## config.mk

```make
export PLATFORM = sky130hd
export DESIGN_NAME = tbp_decide
export DESIGN_NICKNAME = d
export VERILOG_FILES = /design/src/rtl/core/tbp_pkg.sv /design/src/rtl/core/tbp_decide.sv
export SDC_FILE = /design/constraint.sdc
export NUM_CORES = 1
export LEC_CHECK = 0
export ABC_AREA = 1
export BUFFER_PORTS_ARGS = -buffer_cell sky130_fd_sc_hd__buf_2
export CORE_AREA = 4 4 143 145
export DETAILED_ROUTE_END_ITERATION = 8
export DIE_AREA = 0 0 147 149
export PLACE_DENSITY = 0.6
export REMOVE_ABC_BUFFERS = 1
export SLEW_MARGIN = 5
export SYNTH_ARGS = -nofsm -noshare
export SYNTH_HDL_FRONTEND = slang
export SYNTH_SLANG_ARGS = --single-unit
```

## constraint.sdc

```tcl
create_clock -name vclk -period 3.3
set_clock_uncertainty 0.15 [all_clocks]
set_input_delay 0.66 -clock vclk [all_inputs]
set_output_delay 0.66 -clock vclk [all_outputs]
set_load 0.005 [all_outputs]
```

## src/rtl/core/tbp_pkg.sv

```systemverilog
// Shared types, constants and a helper function of the tournament branch predictor.
`timescale 1ns / 1ps
`default_nettype none

package tbp_pkg;

   localparam int unsigned PC_WIDTH         = 32;
   localparam int unsigned PC_WORD_WIDTH    = PC_WIDTH - 2;
   localparam int unsigned HIST_FIELD_WIDTH = 8;
   localparam int unsigned CTR_WIDTH        = 2;
   localparam int unsigned ROW_WIDTH        = 2 * CTR_WIDTH;

   localparam logic [PC_WIDTH-1:0]  PC_STEP = 32'd4;
   localparam logic [CTR_WIDTH-1:0] CTR_MAX = 2'd3;
   localparam logic [CTR_WIDTH-1:0] CTR_MIN = 2'd0;

   localparam int unsigned PHT_INDEX_BITS_DEF     = 10;
   localparam int unsigned CHOOSER_INDEX_BITS_DEF = 10;
   localparam int unsigned BTB_INDEX_BITS_DEF     = 10;
   localparam int unsigned SEEN_INDEX_BITS_DEF    = 10;
   localparam int unsigned HISTORY_BITS_DEF       = 8;

   typedef enum logic [1:0] {
      KIND_PREDICT      = 2'd0,
      KIND_RESOLVE_COND = 2'd1,
      KIND_RESOLVE_JUMP = 2'd2,
      KIND_RESTORE      = 2'd3
   } kind_type;

   typedef struct packed {
      logic                valid;
      logic [PC_WIDTH-1:0] tag;
      logic [PC_WIDTH-1:0] target;
      logic                uncond;
      logic                ret;
   } btb_entry_type;

   localparam int unsigned BTB_ENTRY_WIDTH = $bits(btb_entry_type);

   typedef struct packed {
      logic                        pred_taken;
      logic [PC_WIDTH-1:0]         next_pc;
      logic                        btb_hit;
      logic                        is_uncond;
      logic [HIST_FIELD_WIDTH-1:0] history_before;
   } rsp_type;

   typedef struct packed {
      logic                 hist_we;
      logic                 local_we;
      logic                 global_we;
      logic                 chooser_we;
      logic                 seen_we;
      logic                 btb_we;
      logic [CTR_WIDTH-1:0] local_ctr;
      logic [ROW_WIDTH-1:0] global_row;
      logic [ROW_WIDTH-1:0] chooser_row;
      btb_entry_type        btb_entry;
   } upd_type;

   function automatic logic [CTR_WIDTH-1:0] sat_move(input logic [CTR_WIDTH-1:0] ctr,
                                                      input logic up);
      logic [CTR_WIDTH-1:0] result;
      if (up) begin
         result = (ctr == CTR_MAX) ? CTR_MAX : ctr + 2'd1;
      end else begin
         result = (ctr == CTR_MIN) ? CTR_MIN : ctr - 2'd1;
      end
      return result;
   endfunction

endpackage

`default_nettype wire

```

## src/rtl/core/tbp_decide.sv

```systemverilog
// Prediction and training logic that works on one registered item and its table reads.
`timescale 1ns / 1ps
`default_nettype none

module tbp_decide #(
   parameter int unsigned PHT_INDEX_BITS     = tbp_pkg::PHT_INDEX_BITS_DEF,
   parameter int unsigned CHOOSER_INDEX_BITS = tbp_pkg::CHOOSER_INDEX_BITS_DEF,
   parameter int unsigned HISTORY_BITS       = tbp_pkg::HISTORY_BITS_DEF
) (
   input  wire tbp_pkg::kind_type                  kind,
   input  wire logic [tbp_pkg::PC_WIDTH-1:0]       pc,
   input  wire logic                               taken,
   input  wire logic [tbp_pkg::PC_WIDTH-1:0]       target,
   input  wire logic [HISTORY_BITS-1:0]            hist,
   input  wire logic                               is_ret,
   input  wire logic                               ras_valid,
   input  wire logic [tbp_pkg::PC_WIDTH-1:0]       ras_addr,
   input  wire logic [HISTORY_BITS-1:0]            history,
   input  wire logic [tbp_pkg::CTR_WIDTH-1:0]      local_ctr,
   input  wire logic [tbp_pkg::ROW_WIDTH-1:0]      global_row_a,
   input  wire logic [tbp_pkg::ROW_WIDTH-1:0]      global_row_b,
   input  wire logic [PHT_INDEX_BITS-2:0]          global_row_a_addr,
   input  wire logic [tbp_pkg::ROW_WIDTH-1:0]      chooser_row_a,
   input  wire logic [tbp_pkg::ROW_WIDTH-1:0]      chooser_row_b,
   input  wire logic [CHOOSER_INDEX_BITS-2:0]      chooser_row_a_addr,
   input  wire tbp_pkg::btb_entry_type             btb_entry,
   input  wire logic                               seen,
   output tbp_pkg::rsp_type                        rsp,
   output tbp_pkg::upd_type                        upd,
   output logic      [HISTORY_BITS-1:0]            hist_next,
   output logic      [PHT_INDEX_BITS-1:0]          global_idx,
   output logic      [CHOOSER_INDEX_BITS-1:0]      chooser_idx
);

   localparam int unsigned WORD_WIDTH = tbp_pkg::PC_WORD_WIDTH;

   logic [WORD_WIDTH-1:0]             word;
   logic [HISTORY_BITS-1:0]           index_hist;
   logic [WORD_WIDTH-1:0]             gx;
   logic [tbp_pkg::ROW_WIDTH-1:0]     global_row;
   logic [tbp_pkg::ROW_WIDTH-1:0]     chooser_row;
   logic [tbp_pkg::CTR_WIDTH-1:0]     global_ctr;
   logic [tbp_pkg::CTR_WIDTH-1:0]     chooser_ctr;
   logic [tbp_pkg::CTR_WIDTH-1:0]     global_new;
   logic [tbp_pkg::CTR_WIDTH-1:0]     chooser_new;
   logic                              local_dir;
   logic                              global_dir;
   logic                              dir;
   logic                              hit_raw;
   logic                              hit;
   logic                              ptaken;
   logic [tbp_pkg::PC_WIDTH-1:0]      npc;
   logic                              shift_bit;
   logic [HISTORY_BITS-1:0]           hist_shifted;

   assign word       = pc[tbp_pkg::PC_WIDTH-1:2];
   assign index_hist = (kind == tbp_pkg::KIND_PREDICT) ? history : hist;
   assign gx         = word ^ WORD_WIDTH'(index_hist);
   assign global_idx  = gx[PHT_INDEX_BITS-1:0];
   assign chooser_idx = gx[CHOOSER_INDEX_BITS-1:0];

   // The first read port holds the row for the history seen at issue; the second
   // holds the row for a history that has shifted by one since then.
   assign global_row  = (global_idx[PHT_INDEX_BITS-1:1] == global_row_a_addr) ?
                        global_row_a : global_row_b;
   assign chooser_row = (chooser_idx[CHOOSER_INDEX_BITS-1:1] == chooser_row_a_addr) ?
                        chooser_row_a : chooser_row_b;
   assign global_ctr  = global_idx[0] ? global_row[3:2] : global_row[1:0];
   assign chooser_ctr = chooser_idx[0] ? chooser_row[3:2] : chooser_row[1:0];

   assign local_dir  = local_ctr[1];
   assign global_dir = global_ctr[1];
   assign dir        = chooser_ctr[1] ? global_dir : local_dir;

   // A return hit with an empty return stack counts as a miss.
   assign hit_raw = btb_entry.valid && (btb_entry.tag == pc);
   assign hit     = hit_raw && !(btb_entry.ret && !ras_valid);
   assign ptaken  = hit && (dir || btb_entry.uncond);
   assign npc     = !ptaken ? pc + tbp_pkg::PC_STEP :
                    (btb_entry.ret ? ras_addr : btb_entry.target);

   assign shift_bit    = hit && (btb_entry.uncond || ptaken);
   assign hist_shifted = HISTORY_BITS'({history, shift_bit});

   assign global_new = tbp_pkg::sat_move(global_ctr, taken);

   always_comb begin
      if ((global_dir == taken) && (local_dir != taken)) begin
         chooser_new = tbp_pkg::sat_move(chooser_ctr, 1'b1);
      end else if ((local_dir == taken) && (global_dir != taken)) begin
         chooser_new = tbp_pkg::sat_move(chooser_ctr, 1'b0);
      end else begin
         chooser_new = chooser_ctr;
      end
   end

   always_comb begin
      rsp       = '0;
      upd       = '0;
      hist_next = history;
      unique case (kind)
         tbp_pkg::KIND_PREDICT: begin
            rsp.pred_taken     = ptaken;
            rsp.next_pc        = npc;
            rsp.btb_hit        = hit;
            rsp.is_uncond      = hit && btb_entry.uncond;
            rsp.history_before = tbp_pkg::HIST_FIELD_WIDTH'(history);
            upd.hist_we        = hit || seen;
            hist_next          = hist_shifted;
         end
         tbp_pkg::KIND_RESOLVE_COND: begin
            upd.local_we          = 1'b1;
            upd.local_ctr         = tbp_pkg::sat_move(local_ctr, taken);
            upd.global_we         = 1'b1;
            upd.global_row        = global_idx[0] ? {global_new, global_row[1:0]} :
                                                    {global_row[3:2], global_new};
            upd.chooser_we        = 1'b1;
            upd.chooser_row       = chooser_idx[0] ? {chooser_new, chooser_row[1:0]} :
                                                     {chooser_row[3:2], chooser_new};
            upd.seen_we           = 1'b1;
            upd.btb_we            = taken;
            upd.btb_entry.valid   = 1'b1;
            upd.btb_entry.tag     = pc;
            upd.btb_entry.target  = target;
            upd.btb_entry.uncond  = 1'b0;
            upd.btb_entry.ret     = 1'b0;
         end
         tbp_pkg::KIND_RESOLVE_JUMP: begin
            upd.btb_we            = 1'b1;
            upd.btb_entry.valid   = 1'b1;
            upd.btb_entry.tag     = pc;
            upd.btb_entry.target  = target;
            upd.btb_entry.uncond  = 1'b1;
            upd.btb_entry.ret     = is_ret;
         end
         tbp_pkg::KIND_RESTORE: begin
            upd.hist_we = 1'b1;
            hist_next   = hist;
         end
         default: begin
            upd.hist_we = 1'b0;
         end
      endcase
   end

endmodule

`default_nettype wire
```

==> qor.yml <==
sta:
  rsz0062_at_grt: "yes"
  max_clock_freq_mhz: 251
  setup_slack_ns: -0.679
  period_share_pct: 121
  finalMaxSlewViolations: 0
  slew_headroom_pct: 67.9
  min_period_ns: 3.98
  hold_viol: 0
  tightest_slew_ns: 0.482
  setup_viol: 45
final_layout:
  seq_area_um2: 0
  layout-drive-gt1-share_pct: 51.9
  multiInputGateArea_mm2: 0.00407
  synthToLayoutAreaGrowth_pct: 98.2
  final_cell_mix: "370 x buf_2, 201 x nand2_1, 157 x buf_4, 132 x nor2_1, 120 x inv_1"
  design_area_mm2: 0.00839
  final_common_cell: "buf_2"
  final_net_count: 1606
  final_util_pct: 43.7
  nFlopsAndLatches: 0
  nClkBuffers: 0
  num-fill-cells: 2102
worst_hold_path:
  worstHoldStart: "local_ctr[0]"
  whs_path_depth: 3
  hold_class: "in2out"
floorplan:
  coreArea_mm2: 0.0192
  fp.dieW_um: 147
  die_area_mm2: 0.0219
  pin_count: 375
  initial_utilization_pct: 22.0
  num_rows: 51
  die_h_um: 149
grt:
  grt_pass1_wl_um: 39600
  track_usage_pct: 22.4
  grt_max_degree: 63
  antenna_found_initial: 4
  grt_pass1_vias: 7212
  gr-total-overflow: 0
critical_path:
  worstPathArrival_ns: 3.17
  cp-startpoint: "kind[0]"
  critPathRequiredTime_ns: 2.49
  critPathKind: "in2out"
  start_kind: "primary input"
  cp-endpoint: "rsp[17]"
  critPathCaptureType: "output pin"
  cp_max_fo: 8
power_and_ir_drop:
  swShare_pct: 53.6
  comb_power_share_pct: 100.0
  ir_drop_v: 0.0000504
  p_int_w: 0.000527
  power.switching_w: 0.000608
  p_leak_nw: 5.12
  p_seq_share_pct: 0
  power.density_mw_per_mm2: 135
  power_frac_clock_pct: 0
logic_synthesis:
  syn_area_per_cell_um2: 4.87
  synthCells: 869
  yosysSeqAreaShare_pct: 0
  synth_cell_type_count: 42
  syn_area_mm2: 0.00423
  ys_warn_count: 0
placed_design:
  placed_area_mm2: 0.00740
  port_buffers: 375
  gp_congestion: 0.941
  place_hpwl_um: 22400
  place_ws_ns: -0.872
drt:
  drc_errors: 0
  wl_per_cell_um: 16.1
  final_antenna_net_count: 0
  vias: 7354
  drtIter0Drc: 392
  wirelength_um: 26500
  dr.pass1.iters: 5
  vias_per_cell: 4.48
flow_run:
  max_cap_violations: 0
status:
  failed_checks: "setup timing"
  outcome: "finished, violations left"
clock_tree:
  hold_buffers: 0
[routing by layer]
metal | routed length (µm) | global-route usage, % | vias to the layer above | share of wire (%)
li1 | - | - | 3721 | -
met1 | 11900 | 30.6 | 3299 | 45
met2 | 12400 | 38.7 | 302 | 47
met3 | 1730 | 3.10 | 30 | 6.5
met4 | 472 | 3.26 | 2 | 1.8
met5 | 7 | 0 | - | 0.026
[cells in the mapped netlist, drive strengths merged]
library cell	number	area, µm²
nand2	273	1070
a21boi	6	45.1
or4	2	15.0
nor3b	2	15.0
buf	31	221
o31ai	1	7.51
a31oi	7	43.8
o22ai	1	6.26
clkbuf	19	71.3
a22oi	1	7.51
a21oi	16	80.1
nand3	84	433
clkinv	2	7.51
o21ai	13	68.8
nand4	19	119
nor2	143	564
ha	7	87.6
mux2i	16	160
and3	1	6.26
and2	1	6.26
or3	1	6.26
nor4	13	87.6
inv	130	488
nand3b	6	45.0
nor3	14	75.1
xor2	36	315
xnor2	12	105
or2	12	75.1
[logic make-up after synthesis]
logic type / synth area share (%)
fa+ha+maj: 2.07
simple gates: 59.4
xor+xnor: 9.94
buf+inv: 18.6
compound gates: 6.12
mux: 3.79
[metrics by stage]
stage                     hold WS, ns  total power (W)  cells  setup TNS (ns)
after floorplan                  1.17         0.000408    819         -200.93
after global placement           1.43         0.000972   1616          -31.68
after detailed placement         1.43         0.000971   1616          -32.47
after CTS                        1.43          0.00108   1638          -22.03
after global routing             1.44          0.00125   1643          -32.26
final                            1.43          0.00114   1643          -26.14
[worst min path at each step]
stage	end	slack [ns]
3_3_place_gp	upd[75]	1.43
3_5_place_dp	upd[75]	1.43
4_1_cts	upd[75]	1.43
2_1_floorplan	chooser_idx[8]	1.17
5_1_grt	upd[75]	1.44
6_report	upd[75]	1.43
[critical path: stages]
cell,delay (ns)
buf_8,0.11
inv_8,0.06
ha_4,0.23
buf_12,0.18
nand2_8,0.06
nand2_4,0.07
nand2_4,0.05
buf_6,0.12
nand3_4,0.05
nand2_2,0.05
inv_2,0.04
nand2_2,0.06
nor2_4,0.21
nand2_4,0.10
nand2_4,0.10
nand2_2,0.06
nand2_2,0.07
nand2_2,0.06
nand2_2,0.08
nand3_4,0.12
nand2_8,0.17
buf_8,0.16
nand2_2,0.05
nand2_1,0.07
nor2_1,0.04
buf_2,0.12
[cell type report]
type	count	share of cell area, %
multi-input combinational	687	48.5
inverter	132	6.15
tap	265	3.95
timing repair buffer	557	41.4
antenna	2	0.0597
[power by group through the flow]
stage          sequential (W)        clock [W]  combinational [W]
6_report                    0  0.0000000000811            0.00114
5_1_grt                     0  0.0000000000810            0.00125
4_1_cts                     0                0            0.00108
3_5_place_dp                0                0           0.000971
3_3_place_gp                0                0           0.000972
2_1_floorplan               0                0           0.000408
[what timing repair did]
item | in CTS | in global routing
setup endpoints to repair | 45 | 45
gates cloned | 3 | 0
gates resized for setup | 123 | 73
pin swaps | 28 | 31
buffers inserted | 22 | 6
hold endpoints to repair | 0 | 0
Power figures use the tool's default switching activity.
