### src/rtl/core/tbp_ram.sv
// Generic RAM with one write port and two registered write-first read ports.
`timescale 1ns / 1ps
`default_nettype none

module tbp_ram #(
   parameter int unsigned WIDTH = 1,
   parameter int unsigned DEPTH = 16
) (
   input  wire logic                     clock,
   input  wire logic                     wr_en,
   input  wire logic [$clog2(DEPTH)-1:0] wr_addr,
   input  wire logic [WIDTH-1:0]         wr_data,
   input  wire logic                     rd_en,
   input  wire logic [$clog2(DEPTH)-1:0] rd_addr_a,
   output logic      [WIDTH-1:0]         rd_data_a,
   input  wire logic [$clog2(DEPTH)-1:0] rd_addr_b,
   output logic      [WIDTH-1:0]         rd_data_b
);

   logic [WIDTH-1:0] mem_ff [DEPTH];
   logic [WIDTH-1:0] rd_data_a_ff;
   logic [WIDTH-1:0] rd_data_b_ff;

   always_ff @(posedge clock) begin
      if (wr_en) begin
         mem_ff[wr_addr] <= wr_data;
      end
      if (rd_en) begin
         rd_data_a_ff <= (wr_en && (wr_addr == rd_addr_a)) ? wr_data : mem_ff[rd_addr_a];
         rd_data_b_ff <= (wr_en && (wr_addr == rd_addr_b)) ? wr_data : mem_ff[rd_addr_b];
      end
   end

   assign rd_data_a = rd_data_a_ff;
   assign rd_data_b = rd_data_b_ff;

endmodule

`default_nettype wire

### config.mk
export PLATFORM = sky130hd
export DESIGN_NAME = tbp_ram
export DESIGN_NICKNAME = d
export VERILOG_FILES = /design/src/rtl/core/tbp_ram.sv
export SDC_FILE = /design/constraint.sdc
export NUM_CORES = 1
export LEC_CHECK = 0
export BUFFER_PORTS_ARGS = -buffer_cell sky130_fd_sc_hd__buf_2
export CORE_AREA = 3 3 55 57
export DETAILED_ROUTE_END_ITERATION = 16
export DIE_AREA = 0 0 58 60
export SYNTH_ARGS = -nofsm -noshare
export SYNTH_HDL_FRONTEND = slang
export SYNTH_SLANG_ARGS = --single-unit
### constraint.sdc
create_clock -name clock -period 3.5 [get_ports clock]
set_input_delay 0.7 -clock clock [delete_from_list [all_inputs] [get_ports clock]]
set_output_delay 0.7 -clock clock [all_outputs]
set_load 0.005 [all_outputs]
==> results.md, run 1 <==
- XOR/XNOR Fraction of Synth Area: 6.64%
- Vias per cell: 5.56
- Worst Hold End: rd_data_b
- Routed wire length: 1.95 mm
- Initial DRC count: 19
- Slew headroom: 81.2%
- First-pass GRT wire length: 3.04 mm
- # fillers: 241
- Max-slew violation count: 0
- Clk sink count: 18
- Setup Skew: 2.41 ps
- # diodes: 0
- Hold_ws: 641 ps
- Area grow syn2layout: 10.9%
- Max-Cap Viols: 0
- Drt drc: 0
- I/O Buffers: 17
- Reg2reg path depth: 3
- Post-cts resize count: 0
- Largest family of logic cells by synthesized area: multiplexers
- Final setup fails: 0
- Hold Path Origin: rd_en
- Simple logic cell fraction of the synthesized area: 12.3%
- Remaining antenna violation count after routing: 0
- Yosys warns: 0
- Largest net degree at the start of global routing: 19
- Via count: 639
- TritonCTS clock tree: yes
- Register area share after synthesis: 51.2%
- Setup bufs post-CTS: 0
- Initial antenna violation count: 0
- Critical Path AT: 2180 ps
- RR Endpoint: rd_data_a
- Post-DP HPWL: 1.57 mm
- Pwr/cell area: 349 mW/mm2
- Gr ovfl total: 0
- Synth Area in Compound Gates: 0%
- Cell Rows: 18
- Worst Hold Class: primary input to flip-flop
- LEAKAGE: 0.425 nW
- Register bit count reported by yosys: 18
- Layout cell share with drive strength beyond 1: 29.4%
- CP required: 3550 ps
- Vias in the first global route: 652
- Die width: 58 um
- Cell variety after synth: 15
- VDD IR max: 0.246 mV
- Reg2reg setup slack: 1590 ps
- Die area: 0.00348 mm2
- FF-to-FF Start: mem_ff[7]
- Initial core utilization: 41.9%
- Clk slew on worst S/H paths: 100 ps
- Io pins: 18
- Mux contribution to synthesized area: 27.0%
- Root buf cell: clkbuf_4
- Avg Cell Area, Syn: 15.3 um2
- H-tree depth: 1
- Fmax: 469 MHz
- Hold path cells: 1
- Non-filler cells, final: 115
- Placed insts: 112
- Clk buf depth: 2
- Unrepaired setup endpoints after global routing: false
- Setup TNS: 0 ps
- Core box area: 0.00252 mm2
- Startpoint Class: primary input
- Post-Syn Nets: 85
- Period minus WS final: 2130 ps
- Slew @ Worst Pin: 282 ps
- Final Hold Fails: 0
- Drt wl/cell: 16.9 um
- Cts bufs inserted: 3
- Final period utilization: 61.0%
- All-Layer GR Usage: 12.1%
- Die height: 60 um
- Mapped cell area: 0.00106 mm2
- Hold_buf cts: 0
- Placer Congestion: 0.727
- Crit path kind: primary input to flip-flop
- Drt pass-1 iters: 4
- Worst skew pair latency: 280 ps
- Crit path max fanout: 5
- Kind of end point of the critical path: flip-flop
- Mapped Cells: 69
- Outcome: finished, final reports clean
- Post-Synth Adder-Cell Area: 0%
- Fin nets: 103
[worst max path at each step]
| stage | slack [ps] | startpoint | to |
|---|---|---|---|
| floorplan | 1210 | rd_addr_a[0] | rd_data_a |
| global placement | 1060 | rd_addr_a[0] | rd_data_a |
| detailed placement | 1030 | rd_addr_a[0] | rd_data_a |
| CTS | 1360 | rd_addr_a[0] | rd_data_a |
| global route | 1350 | rd_addr_a[0] | rd_data_a |
| finish | 1370 | rd_addr_a[0] | rd_data_a |
[worst max-delay path: stages]
cell and delay [ps]:
buf_2 160, mux4_1 580, mux4_2 480, mux2_4 260
[Yosys cell counts, drive strengths merged]
cell type / instances / area [um2]
clkbuf: 2 / 7.51
or3b: 1 / 8.76
nand2b: 2 / 12.5
xor2: 6 / 52.6
nand3: 3 / 15.0
nand3b: 2 / 15.0
nor3: 6 / 30.0
buf: 2 / 22.5
nand2: 1 / 3.75
xnor2: 2 / 17.5
mux2: 2 / 30.0
nor2: 12 / 45.0
mux4: 10 / 255
edfxtp: 18 / 541
[area by class of cell]
type	instances	area (um2)	area share (%)
repair buffers	17	85.1	7.26
well taps	30	37.5	3.21
clock buffers	3	22.5	1.92
multi-input cells	47	485	41.5
flip-flops and latches	18	541	46.2
[state kept, by name, summed over array words and instances (netlist names)]
register	cells
rd_data_a	1
rd_data_b	1
mem_ff	16
[metal layers]
layer / vias to the layer above / part of all wire (%) / global-route usage, %
met5: - / 0 / 0
met4: 0 / 0.77 / 4.97
met3: 2 / 5.7 / 2.16
met2: 18 / 51 / 20.8
met1: 312 / 42 / 15.1
li1: 307 / - / -
[where the power goes]
part | internal, mW | leakage [nW] | total (mW) | switching [mW]
logic | 0.0323 | 0.247 | 0.0620 | 0.0298
registers | 0.244 | 0.164 | 0.246 | 0.00192
clock network | 0.0399 | 0.0138 | 0.101 | 0.0608
[kinds of logic after synthesis]
| logic type | Yosys count |
|---|---|
| mux | 12 |
| simple gates | 27 |
| buf+inv | 4 |
| xor+xnor | 8 |
| flops | 18 |
[cells in the final DEF, fill, tap and decap left out]
master	n
clkbuf_4	3
nand2b_1	2
xor2_1	6
or3b_2	1
nand3_1	3
nand3b_1	2
nor2_1	12
xnor2_1	2
nor3_1	6
nand2_1	1
edfxtp_1	18
buf_2	17
mux2_4	2
mux4_2	2
mux4_1	8
[per-stage QoR]
stage / instance area [um2] / power (mW) / worst slack, ps / utilization, %
5_1_grt: 1170 / 0.429 / 1350 / 46.4
3_3_place_gp: 1150 / 0.312 / 1060 / 45.5
4_1_cts: 1170 / 0.415 / 1360 / 46.4
2_1_floorplan: 1060 / 0.291 / 1210 / -
3_5_place_dp: 1150 / 0.314 / 1030 / 45.5
6_report: 1170 / 0.409 / 1370 / 46.4
Note: power is estimated with default switching activity, not from simulation.
==> inputs of run 2 (changes only) <==
clock period = 2 ns   (was 3.5 ns; I/O delays follow)
==> run 2 against run 1 <==
Net effect:
- clock power increased by 77%
- register-to-register slack worse by 1500 ps
- critical path depth fell by 1
- count of clock-buffer cells in the layout did not move
- highest routed layer unchanged
- cell area up 1.3%
- first-iteration DRC count increased by 53%
- via count increased by 0.78%
- largest cell class unchanged
==> results.md, run 2 (synthesis gave the netlist of run 1 again) <==
- Hold path cells: 1 (unchanged)
- Fmax: 530 MHz
- Hold Path Origin: rd_en
- All-Layer GR Usage: 12.9% (+0.76 points)
- Final period utilization: 94.3%
- Cell Rows: 18 (unchanged)
- TritonCTS clock tree: yes
- Setup Skew: 1.67 ps (-0.733 ps)
- Clk buf depth: 2 (unchanged)
- CP required: 2050 ps (-1500 ps)
- Setup TNS: 0 ps (unchanged)
- Initial core utilization: 41.9% (unchanged)
- Critical Path AT: 1940 ps (-240 ps)
- Vias in the first global route: 666 (+2.1%)
- I/O Buffers: 17 (unchanged)
- Reg2reg path depth: 3 (unchanged)
- Worst Hold End: rd_data_a
- Period minus WS final: 1890 ps
- Post-cts resize count: 0 (unchanged)
- Die height: 60 um (unchanged)
- Drt wl/cell: 17.2 um (+1.8%)
- Final setup fails: 0 (unchanged)
- Core box area: 0.00252 mm2 (unchanged)
- Worst Hold Class: primary input to flip-flop
- Crit path kind: flip-flop to flip-flop
- Root buf cell: clkbuf_4
- Largest net degree at the start of global routing: 19 (unchanged)
- Largest delay share family, worst path: multiplexers
- Worst path slowest cell: mux4_1
- Fin nets: 105 (+1.9%)
- Setup bufs post-CTS: 0 (unchanged)
- Delay of the slowest critical-path stage: 530 ps (-50 ps)
- VDD IR max: 0.317 mV (+29%)
- Max-slew violation count: 0 (unchanged)
- Clk slew on worst S/H paths: 100 ps (about the same)
- Critical path buffer and inverter count: 0 (-1)
- Register bank with the most flops: mem_ff
- H-tree depth: 1 (unchanged)
- RR Endpoint: rd_data_a
- Crit path max fanout: 2 (-3)
- Kind of end point of the critical path: flip-flop
- Outcome: finished, final reports clean
- Pwr Total: 0.720 mW (+76%)
- Vias per cell: 5.50 (-0.94%)
- Gr ovfl total: 0 (unchanged)
- Cell chain of the critical path: mux4_1 > mux4_2 > mux2_4
- LEAKAGE: 0.434 nW (+2.3%)
- Post-DP HPWL: 1.60 mm (+2.0%)
- Remaining antenna violation count after routing: 0 (unchanged)
- Drt drc: 0 (unchanged)
- Via count: 644 (+0.78%)
- Reg2reg setup slack: 110 ps (-1480 ps)
- Commonest non-fill, non-tap cell in the layout: edfxtp_1
- Io pins: 18 (unchanged)
- Die width: 58 um (unchanged)
- Non-filler cells, final: 117 (+1.7%)
- Hold_buf cts: 0 (unchanged)
- Cts bufs inserted: 3 (unchanged)
- Startpoint Class: flip-flop
- Slew @ Worst Pin: 279 ps (-3.48 ps)
- Routed wire length: 2.02 mm (+3.6%)
- # diodes: 0 (unchanged)
- Area grow syn2layout: 12.3%
- First-pass GRT wire length: 3.17 mm (+4.5%)
- Max reg flops: 16 (unchanged)
- FF-to-FF Start: mem_ff[5]
- Clk sink count: 18 (unchanged)
- Max-Cap Viols: 0 (unchanged)
- Placed cell areas: 0.00116 mm2 (+1.3%)
- Layout cell share with drive strength beyond 1: 31.0% (+1.6 points)
- Fin util: 47.0% (+0.60 points)
- Final Hold Fails: 0 (unchanged)
- Unrepaired setup endpoints after global routing: false
- Final Cell Area: 0.00119 mm2 (+1.3%)
- Initial DRC count: 29 (+10)
- Initial antenna violation count: 0 (unchanged)
- Slew headroom: 81.4% (+0.23 points)
- Commonest non-fill, non-tap cells in the layout: edfxtp_1, buf_2, nor2_1
- Placed insts: 114 (+1.8%)
- Worst skew pair latency: 290 ps (about the same)
- Drt pass-1 iters: 4 (unchanged)
- Die area: 0.00348 mm2 (unchanged)
- Placer Congestion: 0.771 (+6.0%)
- Pwr/cell area: 607 mW/mm2 (+74%)
-- run 2: cell types whose count changed in the layout (fill, tap and decap cells not counted) --
cell and change:
buf_4 +2
-- run 2: layout make-up --
type	count	area, um2
Clock buffer	3	22.5
Fill cell	235	1340
Multi-Input combinational cell	47	485
Sequential cell	18	541
Tap cell	30	37.5
Timing Repair Buffer	19	100
-- run 2: how the worst max path moves through the flow --
stage	startpoint	to	slack (ps)	cells past startpoint
after floorplan	rd_addr_a[0]	rd_data_a	8	4
after global placement	rd_addr_a[0]	rd_data_a	-130	4
after detailed placement	rd_addr_a[0]	rd_data_a	-130	4
after CTS	mem_ff[5]	rd_data_a	90	3
after global routing	mem_ff[5]	rd_data_a	60	3
final	mem_ff[5]	rd_data_a	110	3
-- run 2: report_power, final --
part / total [mW] / switching (mW) / internal, mW
clock: 0.179 / 0.108 / 0.0701
combinational: 0.111 / 0.0522 / 0.0589
sequential: 0.430 / 0.00340 / 0.427
total: 0.720 / 0.164 / 0.556
-- run 2: metrics by stage --
stage,setup WS [ps],hold slack (ps)
2_1_floorplan,7.55,499
3_3_place_gp,-128,634
3_5_place_dp,-128,642
4_1_cts,91.5,331
5_1_grt,61.7,328
6_report,113,332
-- run 2: routing by layer --
layer / share of wire, % / wire [um] / up-vias / global-route usage (%)
met5: 0 / 0 / - / 0
met2: 50 / 1010 / 21 / 21.6
met3: 6.7 / 135 / 5 / 3.46
met4: 1.7 / 35 / 0 / 4.97
li1: - / - / 312 / -
met1: 41 / 832 / 306 / 15.8
-- run 2: worst reg2reg max path, delay by kind of cell (launching register included) --
| family | cells | cell delay (ps) |
|---|---|---|
| DFF | 1 | 400 |
| muxes | 3 | 1250 |
==> inputs of run 3 (changes only) <==
CORE_AREA = 8 8 60 62   (was 3 3 55 57)
DIE_AREA = 0 0 68 70   (was 0 0 58 60)
==> run 3 against run 2 <==
Net effect:
- total power is 0.78% higher
- critical endpoint unchanged
- non-clock buffer count is the same
- highest routed layer unchanged
- largest power group unchanged
- global-route usage shrank 3.6 points
- critical path type unchanged
==> results.md, run 3 (synthesis gave the netlist of run 1 again) <==
- Unrepaired setup endpoints after global routing: false
- Initial antenna violation count: 0 (unchanged)
- Setup Skew: 2.93 ps (+1.26 ps)
- Drt pass-1 iters: 4 (unchanged)
- Final period utilization: 95.3% (+1.0 points)
- Reg2reg setup slack: 90 ps (-20 ps)
- Initial DRC count: 31 (+6.9%)
- Die width: 68 um (+17%)
- Setup TNS: 0 ps (unchanged)
- Post-DP HPWL: 1.64 mm (+2.7%)
- Pwr/cell area: 609 mW/mm2 (+0.36%)
- Kind of end point of the critical path: flip-flop
- Largest delay share family, worst path: multiplexers
- Routed wire length: 2.06 mm (+2.2%)
- Remaining antenna violation count after routing: 0 (unchanged)
- VDD IR max: 0.390 mV (+23%)
- All-Layer GR Usage: 9.31% (-3.6 points)
- Layout cell share with drive strength beyond 1: 30.7% (-0.35 points)
- Root buf cell: clkbuf_4
- Fmax: 524 MHz (-1.0%)
- Clk slew on worst S/H paths: 100 ps (about the same)
- Clk buf depth: 2 (unchanged)
- Post-cts resize count: 0 (unchanged)
- Critical path buffer and inverter count: 0 (unchanged)
- Cell Rows: 19 (+1)
- Drt wl/cell: 17.3 um (+0.47%)
- LEAKAGE: 0.436 nW (+0.36%)
- Vias in the first global route: 694 (+4.2%)
- Commonest non-fill, non-tap cell in the layout: edfxtp_1
- Core box area: 0.00266 mm2 (+5.6%)
- Max reg flops: 16 (unchanged)
- Setup bufs post-CTS: 0 (unchanged)
- Critical Path AT: 1960 ps (+20 ps)
- Fin nets: 105 (unchanged)
- Slew headroom: 81.8% (+0.37 points)
- Worst Hold Class: primary input to flip-flop
- Hold_buf cts: 0 (unchanged)
- Max-Cap Viols: 0 (unchanged)
- Clk sink count: 18 (unchanged)
- Die height: 70 um (+17%)
- Max-slew violation count: 0 (unchanged)
- Worst skew pair latency: 290 ps (about the same)
- Io pins: 18 (unchanged)
- Worst path slowest cell: mux4_1
- Area grow syn2layout: 12.8%
- Initial core utilization: 39.7% (-2.2 points)
- Register bank with the most flops: mem_ff
- Setup WS post-layout: 93.4 ps (-20.0 ps)
- Final setup fails: 0 (unchanged)
- I/O Buffers: 17 (unchanged)
- Gr ovfl total: 0 (unchanged)
- CP required: 2050 ps (about the same)
- Largest net degree at the start of global routing: 19 (unchanged)
- First-pass GRT wire length: 3.23 mm (+1.7%)
- Placer Congestion: 0.796 (+3.3%)
- Drt drc: 0 (unchanged)
- TritonCTS clock tree: yes
- Commonest non-fill, non-tap cells in the layout: edfxtp_1, buf_2, nor2_1
- Vias per cell: 5.56 (+1.1%)
- # diodes: 0 (unchanged)
- Startpoint Class: flip-flop
- Crit path kind: flip-flop to flip-flop
- Delay of the slowest critical-path stage: 540 ps (about the same)
- Pre-CTS WS: -146 ps (-18.6 ps)
- Hold_ws: 336 ps (+3.42 ps)
- H-tree depth: 1 (unchanged)
- Outcome: finished, final reports clean
- Die area: 0.00476 mm2 (+37%)
- Period minus WS final: 1910 ps (+20.0 ps)
- Crit path max fanout: 2 (unchanged)
- Via count: 662 (+2.8%)
- Cts bufs inserted: 3 (unchanged)
- Cell chain of the critical path: mux4_1 > mux4_2 > mux2_4
- Slew @ Worst Pin: 273 ps (-5.61 ps)
- Final Hold Fails: 0 (unchanged)
run 3: cell types whose count changed in the layout (fill, tap and decap cells not counted):
cell and delta:
clkinv_1 +1
run 3: final timing paths:
kind / startpoint / to / depth (start not counted)
worst min register to register: mem_ff[13] / rd_data_b / 3
worst max register to register: mem_ff[7] / rd_data_a / 3
worst max-delay path: mem_ff[7] / rd_data_a / 3
worst min-delay path: rd_en / rd_data_a / 1
run 3: power by group:
part	switching, mW	internal [mW]	total [mW]
sequential	0.00315	0.427	0.430
combinational	0.0532	0.0590	0.112
clock	0.111	0.0725	0.183
total	0.167	0.558	0.726
run 3: per-stage QoR:
step           area, um2  total power, mW  std cells  util (%)
3_5_place_dp        1160            0.552        115      43.8
4_1_cts             1190            0.732        119      44.7
3_3_place_gp        1160            0.550        115      43.8
6_report            1190            0.726        119      44.7
5_1_grt             1190            0.762        119      44.7
2_1_floorplan       1060            0.509         69         -
run 3: area by class of cell:
class / instances / area [um2]
fill: 251 / 1470
clock buffer: 3 / 22.5
clock inverter: 1 / 3.75
multi-input combinational: 47 / 485
sequential: 18 / 541
timing repair buffer: 19 / 100
tap: 31 / 38.8
run 3: metal layers:
layer	up-vias	routed length (um)	global-route usage [%]	share of wire [%]
li1	312	-	-	-
met1	321	832	10.9	40
met2	27	1020	14.5	49
met3	2	195	3.51	9.5
met4	0	13	4.10	0.63
met5	-	0	0	0
